`config.mk`:
```
export PLATFORM = sky130hd
export DESIGN_NAME = sig_hint_decoder_core
export DESIGN_NICKNAME = d
export VERILOG_FILES = /design/src/hw/rtl/shd_pkg.sv /design/src/hw/rtl/sig_hint_decoder_core.sv /design/src/hw/rtl/shd_front.sv /design/src/hw/rtl/shd_token_queue.sv /design/src/hw/rtl/shd_back.sv /design/src/hw/rtl/shd_result_queue.sv
export SDC_FILE = /design/constraint.sdc
export NUM_CORES = 1
export LEC_CHECK = 0
export BUFFER_PORTS_ARGS = -buffer_cell sky130_fd_sc_hd__buf_4
export CELL_PAD_IN_SITES_DETAIL_PLACEMENT = 0
export CELL_PAD_IN_SITES_GLOBAL_PLACEMENT = 1
export CORE_MARGIN = 5
export CORE_UTILIZATION = 24
export CTS_CLUSTER_DIAMETER = 150
export DETAILED_ROUTE_END_ITERATION = 8
export HOLD_SLACK_MARGIN = 0.03
export PLACE_DENSITY_LB_ADDON = 0.1
export SETUP_SLACK_MARGIN = 0.4
export SKIP_LAST_GASP = 1
export SLEW_MARGIN = 25
export SYNTH_ARGS = -nofsm -noshare
export SYNTH_HDL_FRONTEND = slang
export SYNTH_SLANG_ARGS = --single-unit
```
`constraint.sdc`:
```
create_clock -name clk -period 5 [get_ports clk]
set_input_delay 0.75 -clock clk [delete_from_list [all_inputs] [get_ports clk]]
set_output_delay 0.75 -clock clk [all_outputs]
set_load 0.005 [all_outputs]
```
`src/hw/rtl/shd_pkg.sv`:
```
// Shared constants, types and state codes for the hint section decoder.
package shd_pkg;

    localparam int HINT_CAPACITY = 55;
    localparam int POLY_COUNT    = 6;
    localparam int SECTION_LEN   = HINT_CAPACITY + POLY_COUNT;

    // byte counter over one section
    localparam int CNT_W = $clog2(SECTION_LEN);
    // walk index, able to hold HINT_CAPACITY itself
    localparam int JW = $clog2(HINT_CAPACITY + 1);
    // index into the end-count registers
    localparam int PW = (POLY_COUNT > 1) ? $clog2(POLY_COUNT) : 1;
    // count of end counts at or below a position
    localparam int CW = $clog2(POLY_COUNT + 1);
    // two banks of index bytes, bank bit on top
    localparam int MEM_AW    = JW + 1;
    localparam int MEM_DEPTH = 1 << MEM_AW;

    localparam int BYTE_W  = 8;
    localparam int POLY_W  = 3;
    localparam int COEFF_W = 8;

    typedef struct packed {
        logic bank;
        logic ends_bad;
    } token_t;

    typedef struct packed {
        logic          en;
        logic          bank;
        logic [JW-1:0] idx;
    } rd_req_t;

    typedef struct packed {
        logic [POLY_W-1:0]  poly_index;
        logic [COEFF_W-1:0] coeff_index;
        logic               is_hint;
        logic               bad_encoding;
        logic               last_result;
    } result_t;

    typedef enum logic [2:0] {
        BK_IDLE,
        BK_CHECK,
        BK_EMIT,
        BK_MARK,
        BK_FAIL
    } back_state_t;

endpackage

```
`src/hw/rtl/sig_hint_decoder_core.sv`:
```
// Hint section decoder top level: byte loader, section queue, checker/emitter, result queue.
// Bytes load one per cycle, while the section queue is not full, into one of two banks,
// HINT_CAPACITY + POLY_COUNT per section. From the last byte the checker walks the whole
// index area of the bank, then emits one result per hint and a done marker, stalled only
// by a full result queue; bad end counts skip the walk and give a single bad-section result.
// Reset clears control state, not the store.
module sig_hint_decoder_core (
    input  logic                          clk,
    input  logic                          rst_n,
    input  logic                          push,
    output logic                          full,
    input  logic [shd_pkg::BYTE_W-1:0]    section_byte,
    output logic                          empty,
    input  logic                          pop,
    output logic [shd_pkg::POLY_W-1:0]    poly_index,
    output logic [shd_pkg::COEFF_W-1:0]   coeff_index,
    output logic                          is_hint,
    output logic                          bad_encoding,
    output logic                          last_result
);

    logic                       accept;
    logic                       tok_push;
    shd_pkg::token_t            tok_data;
    shd_pkg::token_t            tok_head;
    logic                       tok_nonempty;
    logic                       tok_pop;
    shd_pkg::rd_req_t           rd_req;
    logic [shd_pkg::BYTE_W-1:0] rd_data;
    logic [shd_pkg::POLY_COUNT-1:0][shd_pkg::BYTE_W-1:0] ends;
    logic                       res_push;
    shd_pkg::result_t           res_data;
    logic                       res_full;
    shd_pkg::result_t           res_head;

    assign accept = push && !full;

    shd_front u_front (
        .clk          (clk),
        .rst_n        (rst_n),
        .accept       (accept),
        .section_byte (section_byte),
        .tok_push     (tok_push),
        .tok_data     (tok_data),
        .rd_req       (rd_req),
        .rd_data      (rd_data),
        .ends         (ends)
    );

    shd_token_queue u_token_queue (
        .clk       (clk),
        .rst_n     (rst_n),
        .push      (tok_push),
        .push_data (tok_data),
        .pop       (tok_pop),
        .head      (tok_head),
        .nonempty  (tok_nonempty),
        .full      (full)
    );

    shd_back u_back (
        .clk          (clk),
        .rst_n        (rst_n),
        .tok_head     (tok_head),
        .tok_nonempty (tok_nonempty),
        .tok_pop      (tok_pop),
        .rd_req       (rd_req),
        .rd_data      (rd_data),
        .ends         (ends),
        .res_push     (res_push),
        .res_data     (res_data),
        .res_full     (res_full)
    );

    shd_result_queue u_result_queue (
        .clk       (clk),
        .rst_n     (rst_n),
        .push      (res_push),
        .push_data (res_data),
        .pop       (pop && !empty),
        .head      (res_head),
        .empty     (empty),
        .full      (res_full)
    );

    assign poly_index   = res_head.poly_index;
    assign coeff_index  = res_head.coeff_index;
    assign is_hint      = res_head.is_hint;
    assign bad_encoding = res_head.bad_encoding;
    assign last_result  = res_head.last_result;

endmodule

```
`src/hw/rtl/shd_front.sv`:
```
// Front end: loads section bytes into a two-bank store and checks the end counts.
module shd_front (
    input  logic                                       clk,
    input  logic                                       rst_n,
    input  logic                                       accept,
    input  logic [shd_pkg::BYTE_W-1:0]                 section_byte,
    output logic                                       tok_push,
    output shd_pkg::token_t                            tok_data,
    input  shd_pkg::rd_req_t                           rd_req,
    output logic [shd_pkg::BYTE_W-1:0]                 rd_data,
    output logic [shd_pkg::POLY_COUNT-1:0][shd_pkg::BYTE_W-1:0] ends
);

    logic [shd_pkg::BYTE_W-1:0] mem [shd_pkg::MEM_DEPTH];
    logic [shd_pkg::BYTE_W-1:0] ends_reg [2][shd_pkg::POLY_COUNT];

    logic [shd_pkg::CNT_W-1:0]  cnt_reg, cnt_next;
    logic                       bank_reg, bank_next;
    logic [shd_pkg::BYTE_W-1:0] prev_end_reg, prev_end_next;
    logic                       bad_reg, bad_next;

    logic [shd_pkg::CNT_W-1:0]  end_off;
    logic                       is_index;
    logic                       is_last;
    logic                       end_bad;

    assign end_off  = cnt_reg - shd_pkg::CNT_W'(shd_pkg::HINT_CAPACITY);
    assign is_index = cnt_reg < shd_pkg::CNT_W'(shd_pkg::HINT_CAPACITY);
    assign is_last  = cnt_reg == shd_pkg::CNT_W'(shd_pkg::SECTION_LEN - 1);
    assign end_bad  = (section_byte > shd_pkg::BYTE_W'(shd_pkg::HINT_CAPACITY))
                   || (section_byte < prev_end_reg);

    always_comb
    begin
        cnt_next      = cnt_reg;
        bank_next     = bank_reg;
        prev_end_next = prev_end_reg;
        bad_next      = bad_reg;
        tok_push      = 1'b0;
        tok_data      = '{bank: bank_reg, ends_bad: bad_reg};
        if (accept)
        begin
            if (!is_index)
            begin
                prev_end_next = section_byte;
                bad_next      = bad_reg | end_bad;
            end
            if (is_last)
            begin
                tok_push      = 1'b1;
                tok_data      = '{bank: bank_reg, ends_bad: bad_reg | end_bad};
                cnt_next      = '0;
                bank_next     = ~bank_reg;
                prev_end_next = '0;
                bad_next      = 1'b0;
            end
            else
            begin
                cnt_next = cnt_reg + 1'b1;
            end
        end
    end

    always_ff @(posedge clk or negedge rst_n)
    begin
        if (!rst_n)
        begin
            cnt_reg      <= '0;
            bank_reg     <= 1'b0;
            prev_end_reg <= '0;
            bad_reg      <= 1'b0;
        end
        else
        begin
            cnt_reg      <= cnt_next;
            bank_reg     <= bank_next;
            prev_end_reg <= prev_end_next;
            bad_reg      <= bad_next;
        end
    end

    // store write side
    always_ff @(posedge clk)
    begin
        if (accept && is_index)
            mem[{bank_reg, cnt_reg[shd_pkg::JW-1:0]}] <= section_byte;
        if (accept && !is_index)
            ends_reg[bank_reg][end_off[shd_pkg::PW-1:0]] <= section_byte;
    end

    // registered read port; data holds while en is low
    always_ff @(posedge clk)
    begin
        if (rd_req.en)
            rd_data <= mem[{rd_req.bank, rd_req.idx}];
    end

    always_comb
    begin
        for (int p = 0; p < shd_pkg::POLY_COUNT; p++)
            ends[p] = ends_reg[rd_req.bank][p];
    end

endmodule

```
`src/hw/rtl/shd_token_queue.sv`:
```
// Two-entry queue of loaded sections between the front and back ends.
module shd_token_queue (
    input  logic            clk,
    input  logic            rst_n,
    input  logic            push,
    input  shd_pkg::token_t push_data,
    input  logic            pop,
    output shd_pkg::token_t head,
    output logic            nonempty,
    output logic            full
);

    shd_pkg::token_t slot_reg [2];
    logic            wr_ptr_reg, wr_ptr_next;
    logic            rd_ptr_reg, rd_ptr_next;
    logic [1:0]      count_reg, count_next;

    assign head     = slot_reg[rd_ptr_reg];
    assign nonempty = count_reg != 2'd0;
    assign full     = count_reg == 2'd2;

    always_comb
    begin
        wr_ptr_next = wr_ptr_reg;
        rd_ptr_next = rd_ptr_reg;
        count_next  = count_reg;
        if (push)
            wr_ptr_next = ~wr_ptr_reg;
        if (pop)
            rd_ptr_next = ~rd_ptr_reg;
        if (push && !pop)
            count_next = count_reg + 2'd1;
        else if (pop && !push)
            count_next = count_reg - 2'd1;
    end

    always_ff @(posedge clk or negedge rst_n)
    begin
        if (!rst_n)
        begin
            wr_ptr_reg <= 1'b0;
            rd_ptr_reg <= 1'b0;
            count_reg  <= 2'd0;
        end
        else
        begin
            wr_ptr_reg <= wr_ptr_next;
            rd_ptr_reg <= rd_ptr_next;
            count_reg  <= count_next;
        end
    end

    always_ff @(posedge clk)
    begin
        if (push)
            slot_reg[wr_ptr_reg] <= push_data;
    end

endmodule

```
`src/hw/rtl/shd_back.sv`:
```
// Back end: walks a loaded section to validate it, then emits its hints.
module shd_back (
    input  logic                                       clk,
    input  logic                                       rst_n,
    input  shd_pkg::token_t                            tok_head,
    input  logic                                       tok_nonempty,
    output logic                                       tok_pop,
    output shd_pkg::rd_req_t                           rd_req,
    input  logic [shd_pkg::BYTE_W-1:0]                 rd_data,
    input  logic [shd_pkg::POLY_COUNT-1:0][shd_pkg::BYTE_W-1:0] ends,
    output logic                                       res_push,
    output shd_pkg::result_t                           res_data,
    input  logic                                       res_full
);

    shd_pkg::back_state_t       state_reg, state_next;
    logic                       bank_reg, bank_next;
    logic [shd_pkg::JW-1:0]     j_reg, j_next;
    logic [shd_pkg::JW-1:0]     dj_reg, dj_next;
    logic                       dv_reg, dv_next;
    logic [shd_pkg::BYTE_W-1:0] prev_reg, prev_next;
    logic                       bad_reg, bad_next;

    logic [shd_pkg::BYTE_W-1:0] final_end;
    logic [shd_pkg::BYTE_W-1:0] limit;
    logic [shd_pkg::BYTE_W-1:0] dj_ext;
    logic                       walking;
    logic                       issue_more;
    logic                       stall;
    logic                       boundary;
    logic [shd_pkg::CW-1:0]     poly_cnt;

    assign final_end  = ends[shd_pkg::POLY_COUNT-1];
    assign walking    = (state_reg == shd_pkg::BK_CHECK) || (state_reg == shd_pkg::BK_EMIT);
    assign limit      = (state_reg == shd_pkg::BK_CHECK)
                      ? shd_pkg::BYTE_W'(shd_pkg::HINT_CAPACITY) : final_end;
    assign issue_more = shd_pkg::BYTE_W'(j_reg) < limit;
    assign stall      = (state_reg == shd_pkg::BK_EMIT) && dv_reg && res_full;
    assign dj_ext     = shd_pkg::BYTE_W'(dj_reg);

    assign rd_req.en   = !stall;
    assign rd_req.bank = bank_reg;
    assign rd_req.idx  = j_reg;

    // position starts a polynomial; polynomial of a position = ends at or below it
    always_comb
    begin
        boundary = (dj_reg == '0);
        poly_cnt = '0;
        for (int p = 0; p < shd_pkg::POLY_COUNT; p++)
        begin
            if (ends[p] == dj_ext)
                boundary = 1'b1;
            if (ends[p] <= dj_ext)
                poly_cnt = poly_cnt + 1'b1;
        end
    end

    always_comb
    begin
        state_next = state_reg;
        bank_next  = bank_reg;
        j_next     = j_reg;
        dj_next    = dj_reg;
        dv_next    = dv_reg;
        prev_next  = prev_reg;
        bad_next   = bad_reg;
        tok_pop    = 1'b0;
        res_push   = 1'b0;
        res_data   = '{poly_index: '0, coeff_index: '0, is_hint: 1'b0,
                       bad_encoding: 1'b0, last_result: 1'b1};

        if (walking && !stall)
        begin
            if (issue_more)
            begin
                j_next  = j_reg + 1'b1;
                dj_next = j_reg;
                dv_next = 1'b1;
            end
            else
            begin
                dv_next = 1'b0;
            end
        end

        unique case (state_reg)
            shd_pkg::BK_IDLE:
            begin
                if (tok_nonempty)
                begin
                    bank_next = tok_head.bank;
                    j_next    = '0;
                    dv_next   = 1'b0;
                    bad_next  = 1'b0;
                    prev_next = '0;
                    state_next = tok_head.ends_bad ? shd_pkg::BK_FAIL : shd_pkg::BK_CHECK;
                end
            end
            shd_pkg::BK_CHECK:
            begin
                if (dv_reg)
                begin
                    prev_next = rd_data;
                    if (dj_ext < final_end)
                    begin
                        if (!boundary && (rd_data <= prev_reg))
                            bad_next = 1'b1;
                    end
                    else if (rd_data != '0)
                    begin
                        bad_next = 1'b1;
                    end
                end
                else if (!issue_more)
                begin
                    j_next     = '0;
                    state_next = bad_reg ? shd_pkg::BK_FAIL : shd_pkg::BK_EMIT;
                end
            end
            shd_pkg::BK_EMIT:
            begin
                if (dv_reg)
                begin
                    res_push = !res_full;
                    res_data = '{poly_index: shd_pkg::POLY_W'(poly_cnt),
                                 coeff_index: rd_data, is_hint: 1'b1,
                                 bad_encoding: 1'b0, last_result: 1'b0};
                end
                else if (!issue_more)
                begin
                    state_next = shd_pkg::BK_MARK;
                end
            end
            shd_pkg::BK_MARK:
            begin
                if (!res_full)
                begin
                    res_push   = 1'b1;
                    tok_pop    = 1'b1;
                    state_next = shd_pkg::BK_IDLE;
                end
            end
            shd_pkg::BK_FAIL:
            begin
                res_data.bad_encoding = 1'b1;
                if (!res_full)
                begin
                    res_push   = 1'b1;
                    tok_pop    = 1'b1;
                    state_next = shd_pkg::BK_IDLE;
                end
            end
            default:
            begin
                state_next = shd_pkg::BK_IDLE;
            end
        endcase
    end

    always_ff @(posedge clk or negedge rst_n)
    begin
        if (!rst_n)
        begin
            state_reg <= shd_pkg::BK_IDLE;
            dv_reg    <= 1'b0;
            bad_reg   <= 1'b0;
            j_reg     <= '0;
        end
        else
        begin
            state_reg <= state_next;
            dv_reg    <= dv_next;
            bad_reg   <= bad_next;
            j_reg     <= j_next;
        end
    end

    always_ff @(posedge clk)
    begin
        bank_reg <= bank_next;
        dj_reg   <= dj_next;
        prev_reg <= prev_next;
    end

endmodule

```
`src/hw/rtl/shd_result_queue.sv`:
```
// Two-entry result queue that drives the output ports.
module shd_result_queue (
    input  logic             clk,
    input  logic             rst_n,
    input  logic             push,
    input  shd_pkg::result_t push_data,
    input  logic             pop,
    output shd_pkg::result_t head,
    output logic             empty,
    output logic             full
);

    shd_pkg::result_t slot_reg [2];
    logic             wr_ptr_reg, wr_ptr_next;
    logic             rd_ptr_reg, rd_ptr_next;
    logic [1:0]       count_reg, count_next;

    assign head  = slot_reg[rd_ptr_reg];
    assign empty = count_reg == 2'd0;
    assign full  = count_reg == 2'd2;

    always_comb
    begin
        wr_ptr_next = wr_ptr_reg;
        rd_ptr_next = rd_ptr_reg;
        count_next  = count_reg;
        if (push)
            wr_ptr_next = ~wr_ptr_reg;
        if (pop)
            rd_ptr_next = ~rd_ptr_reg;
        if (push && !pop)
            count_next = count_reg + 2'd1;
        else if (pop && !push)
            count_next = count_reg - 2'd1;
    end

    always_ff @(posedge clk or negedge rst_n)
    begin
        if (!rst_n)
        begin
            wr_ptr_reg <= 1'b0;
            rd_ptr_reg <= 1'b0;
            count_reg  <= 2'd0;
        end
        else
        begin
            wr_ptr_reg <= wr_ptr_next;
            rd_ptr_reg <= rd_ptr_next;
            count_reg  <= count_next;
        end
    end

    always_ff @(posedge clk)
    begin
        if (push)
            slot_reg[wr_ptr_reg] <= push_data;
    end

endmodule

```
# Word-level counts from Yosys, hierarchy flattened
# Memories as Yosys holds them, arrays and structs flattened. A register that Yosys moved wholly into a read port is not among the register bits.
# Cells that the tools add are included.
# word_totals
mem_bits_rw	1152
mem_count	4
output_inout_bits	16
regBits	50
# classes
order_cmp	14
eq_ne	23
mux	73
n_reduce_logical	42
add_sub_neg	12
bitwise	7
# mem_list
memory	depth	word_bits	rd	rd_ports_with_merged_regs	wr	line	text
u_front.mem	128	8	1	1	1	shd_front.sv:14	logic [shd_pkg::BYTE_W-1:0] mem [shd_pkg::MEM_DEPTH];
u_front.ends_reg	2	48	1	1	1	shd_front.sv:15	logic [shd_pkg::BYTE_W-1:0] ends_reg [2][shd_pkg::POLY_COUNT];
u_result_queue.slot_reg	2	14	1	0	1	shd_result_queue.sv:13	shd_pkg::result_t slot_reg [2];
u_token_queue.slot_reg	2	2	1	0	1	shd_token_queue.sv:13	shd_pkg::token_t slot_reg [2];
# ops
operator	count
8-bit by 6-bit equality test with 1-bit output	6
8-bit by 6-bit <= comparator with 1-bit output	6
48-bit two-way mux	1
8-bit two-way mux	6
3-bit two-way mux	13
6-bit two-way mux	6
1-bit two-way mux	34
8-bit demux with 3-bit select	1
6-bit by 8-bit less-than comparator with 1-bit output	2
8-bit one-hot mux with 2 select lines	1
14-bit two-way mux	1
2-bit != test, second input constant	7
1-bit logical AND	13
3-bit by 1-bit adder with 3-bit output, second input constant	4
6-bit by 1-bit adder with 6-bit output, second input constant	2
12-bit two-way mux	1
3-bit one-hot mux with 4 select lines	1
6-bit one-hot mux with 2 select lines	1
1-bit logical NOT	11
8-bit by 6-bit > comparator with 1-bit output, second input constant	1
8-bit <= comparator	1
8-bit less-than comparator	1
2-bit two-way mux	4
2-bit AND reduction	4
28 further kinds	43

# Logic depth before layout (Yosys ltp)
# logic_depth
ltp_word	14
depth_mapped	23
ltp_nobuf	20

# Hierarchy
# A second synthesis with hierarchy kept.
# unflattened
cells_unflattened	2615
area_unflattened_um2	48580.3
# by_module_without_submodules
mod	area_each_um2	seq_area_each_um2	cells_per_inst	n_inst
shd_front	44102.3	34272.9	2199	1
shd_back	2866.5	725.7	332	1
shd_result_queue	1249.9	940.9	60	1
shd_token_queue	334.1	220.2	22	1
sig_hint_decoder_core	27.5	0.0	2	1

# Least setup slack after synthesis
# OpenSTA, ideal clock, no wires.
# synth_timing
kind	register to register
from	register (tool-made name)
to	memory u_result_queue.slot_reg[0][13] (netlist name) (data pin)
arrival_time_ns	4.958
path_slack_ns	-0.216
setup_ns	0.258
period_less_slack_ns	5.216
n_path_buf	3
required_time_ns	4.742
stages_incl_launch_ff	23
cell_sequence	dfxtp_1 -> buf_2 -> buf_1 -> buf_1 -> mux2_2 -> ha_1 -> nor2b_1 -> o21a_1 -> o21a_1 -> o21ai_0 -> nand2b_1 -> a21oi_1 -> o21a_1 -> ha_1 -> xnor2_2 -> ha_1 -> mux2_2 -> ha_1 -> mux2_2 -> ha_1 -> nand2_1 -> xnor3_1 -> and2_1
# synth_lines
element	line
end, declared	shd_result_queue.sv:13

==> impl_metrics.py <==
metrics = {
    "status": {
        "run_status": "complete, no violations",
    },
    "worst_hold_path": {
        "hp-class": "input pin to flop",
    },
    "finish": {
        "multiInputGateArea_um2": 11900,
        "seq_area_um2": 36200,
        "fillers": 19700,
        "number_of_flip_flops_under_the_largest_register_name": 1024,
        "final_layout_size_suffix_gt1_frac": 0.267,
        "area.growth.synth_to_final_pct": 19.0,
        "layout.nets": 2675,
    },
    "timing": {
        "achievable-frequency_mhz": 228,
        "period_minus_slack_ps": 4390,
        "max_slew.worst_pin.slew_ps": 1130,
        "max-slew-margin-rel": 0.238,
        "timing_max_transition_violations_final": 0,
        "holdWs_ps": 347,
        "hold_violations": 0,
        "layout_worst_path_cycle_share": 0.878,
        "finClkSkew_ps": 33.5,
        "setup-tns-final_ps": 0,
        "rsz0062_at_grt": "false",
        "setup_viol": 0,
    },
    "grt": {
        "grt_overflow": 0,
        "grt_pass1_wl_um": 186000,
        "groute.usage.overall": 0.123,
        "grt_antenna_before_repair": 8,
        "grt_max_degree": 111,
        "first_global_vias": 24700,
    },
    "drt": {
        "drcViolationCount": 0,
        "initialDrtViolationCount": 1393,
        "wire_per_inst_um": 24.1,
        "postRouteWirelength_um": 129000,
        "firstDrtPassIters": 5,
        "vias_per_cell": 4.26,
        "detailroute.via_count": 22900,
        "antenna_violating_nets_post_route": 0,
    },
    "yosys": {
        "synth.most_common_cell": "edfxtp_1",
        "postSynthCellCount": 2307,
        "synthDistinctLibCells": 63,
        "synth_simple_gate_area_frac": 0.0336,
        "asyncSetResetFlopFracSynth": 0.0289,
        "synthesis.area_um2": 48200,
        "yosysWarnings": 0,
        "ys_seq_area_frac": 0.751,
        "synth_adder_area_share": 0.0171,
        "synth_top_area_cell": "edfxtp_1",
        "number_of_flip_flops_and_latches_in_the_synthesized_netlist": 1211,
        "synth-edff-count": 1175,
        "syn_avg_cell_area_um2": 20.9,
        "list_of_most_frequent_post_synthesis_cells": "edfxtp_1, mux4_2, nor2_1",
        "ys_dominant_reg_cell": "edfxtp_1",
        "synth.top_cells.by_area": "edfxtp_1, mux4_2, dfrtp_1",
        "largest_family_of_logic_cells_by_synthesized_area": "multiplexers",
        "synth_top_area_share": 0.732,
        "synth.mux.area_fraction": 0.163,
        "synthXorXnorAreaFrac": 0.00475,
        "synth_compound_gate_area_share": 0.0184,
    },
    "die": {
        "dieWidth_um": 458,
        "core_region_area_um2": 200000,
        "die_h_um": 458,
        "die-area_um2": 210000,
        "floorplan.initialDensity": 0.241,
        "io_pins": 28,
        "fp_rows": 164,
    },
    "pwr": {
        "peakVddDrop_mv": 0.338,
        "power_leakage_nw": 18.4,
        "power-per-cell-area_nw_per_um2": 530,
    },
    "job": {
        "drv_cap": 0,
    },
    "clocking": {
        "tritoncts": "built",
        "clock-sinks": 1211,
        "cts_made_buffers": 146,
        "clkTransAtPathRegs_ps": 50,
        "clk-insertion-delay-late_ps": 780,
        "clock_tree.root_cell": "clkbuf_16",
        "htree_levels": 4,
        "max-clock-path-buffers": 3,
    },
    "setup_path": {
        "delay_of_the_slowest_cell_on_the_worst_path_ps": 390,
        "crit_fanout": 6,
        "setup.worst_path.class": "flop to flop",
        "cp_cell_sequence": "mux2_2 -> ha_1 -> nor2b_1 -> o21a_1 -> o21a_1 -> o21ai_0 -> nand2b_1 -> a21oi_2 -> o21a_1 -> ha_4 -> xnor2_2 -> ha_1 -> mux2_2 -> ha_1 -> mux2_2 -> ha_1 -> nand2_1 -> xnor3_1 -> and2_4",
        "worst_ep_arrival_time_ps": 4910,
        "worst_path_most_repeated_cell": "ha_1",
        "start_kind": "flop",
        "critPathRequiredTime_ps": 5520,
        "critPathCaptureType": "flop",
        "critPathSlowestCell": "dfxtp_4",
    },
    "place": {
        "io_buffers": 27,
        "globalplace.congestion": 0.742,
        "detailed_place_hpwl_um": 80700,
    },
}
path summary, 6_finish.rpt:
| kind | start | endpoint | slack [ps] | depth (start not counted) |
|---|---|---|---|---|
| worst max register to register | flop | u_result_queue.slot_reg[0][13]$_DFFE_PP_ | 610 | 19 |
| min in group asynchronous | rst_n | u_front.prev_end_reg[7]$_DFFE_PN0P_ | 490 | 2 |
| max in group asynchronous | rst_n | u_back.j_reg[3]$_DFF_PN0_ | 4040 | 2 |
| worst max-delay path | flop | u_result_queue.slot_reg[0][13]$_DFFE_PP_ | 610 | 19 |
| worst min-delay path | pop | u_result_queue.rd_ptr_reg$_DFFE_PN0P_ | 350 | 3 |
| worst min register to register | u_result_queue.wr_ptr_reg$_DFFE_PN0P_ | u_result_queue.wr_ptr_reg$_DFFE_PN0P_ | 480 | 1 |
per-stage QoR:
step	utilization	cells	worst slack [ps]	area, µm²	power (mW)
global route	0.287	5365	401	57400	31.9
detailed placement	0.263	5097	307	52600	20.6
floorplan	-	2434	409	48700	17.2
CTS	0.287	5358	413	57300	31.1
global placement	0.263	5097	278	52600	20.6
finish	0.287	5367	612	57400	30.4
critical path, delay by kind of cell (launching register included):
family                     cells  cell delay (ps)
adders and majority gates      5             1250
muxes                          3              910
AOI/OAI and AO/OA              5              800
and+or+nand+nor                4              440
DFF                            1              390
xor gates and xnor gates       2              360
repair_timing:
| action | CTS | global route |
|---|---|---|
| hold buffers | 1 | 0 |
| endpoints found under the hold margin | 35 | 0 |
| setup buffers | 1 | 5 |
| endpoints found under the setup margin | 4 | 4 |
| pin swaps | 1 | 5 |
| resized for setup | 1 | 6 |
layout by cell type (no fill, tap or decap), types with 7 or more instances in the layout:
master | Yosys | final
edfxtp_1 | 1175 | 1175
mux4_2 | 320 | 320
nor2_1 | 159 | 159
clkbuf_16 | 0 | 151
conb_1 | 1 | 128
buf_4 | 1 | 103
ha_1 | 66 | 65
nand2_1 | 51 | 50
mux2_2 | 44 | 44
inv_1 | 36 | 36
o22ai_1 | 33 | 33
nand3_1 | 31 | 31
dfrtp_1 | 35 | 31
o21ai_0 | 31 | 30
clkinv_1 | 0 | 28
clkinv_2 | 0 | 26
a21oi_1 | 27 | 25
clkbuf_1 | 54 | 21
nor2b_1 | 17 | 17
and3_1 | 13 | 13
nor3_1 | 13 | 12
mux2i_1 | 12 | 12
nor4_1 | 13 | 12
a21o_1 | 11 | 11
nand4_1 | 11 | 11
and2_1 | 12 | 11
xor2_1 | 11 | 11
bufinv_16 | 0 | 11
buf_12 | 0 | 11
clkinvlp_4 | 0 | 10
o21a_1 | 8 | 8
buf_6 | 1 | 8
nand2b_1 | 7 | 7
xnor2_1 | 7 | 7
report_power, final:
group	internal, mW	leakage [nW]	switching, mW
combinational	3.59	5.02	4.30
sequential	11.6	11.1	0.600
clock	6.10	2.26	4.20
metal layers:
| metal | part of all wire | track usage | vias to the layer above |
|---|---|---|---|
| met2 | 0.49 | 0.206 | 458 |
| met3 | 0.046 | 0.0266 | 210 |
| li1 | - | - | 10000 |
| met4 | 0.028 | 0.0393 | 0 |
| met5 | 0 | 0 | - |
| met1 | 0.44 | 0.161 | 12200 |
kinds of logic (layout without fill, tap and decap cells):
family                     Yosys count  in the layout
other                                1            131
buffers and inverters              146            420
muxes                              378            378
xor gates and xnor gates            22             22
adders and majority gates           66             66
AOI/OAI and AO/OA                  137            137
and+or+nand+nor                    346            346
DFF                               1211           1211
final cells by class:
cell class	instances	share of cell area
antenna	3	0.000131
clock buffer	174	0.0677
clock inverter	85	0.0134
inverter	36	0.00236
multi-input combinational	1077	0.208
sequential	1211	0.631
tap	2656	0.0579
timing repair buffer	125	0.0196
Power figures use the tool's default switching activity.
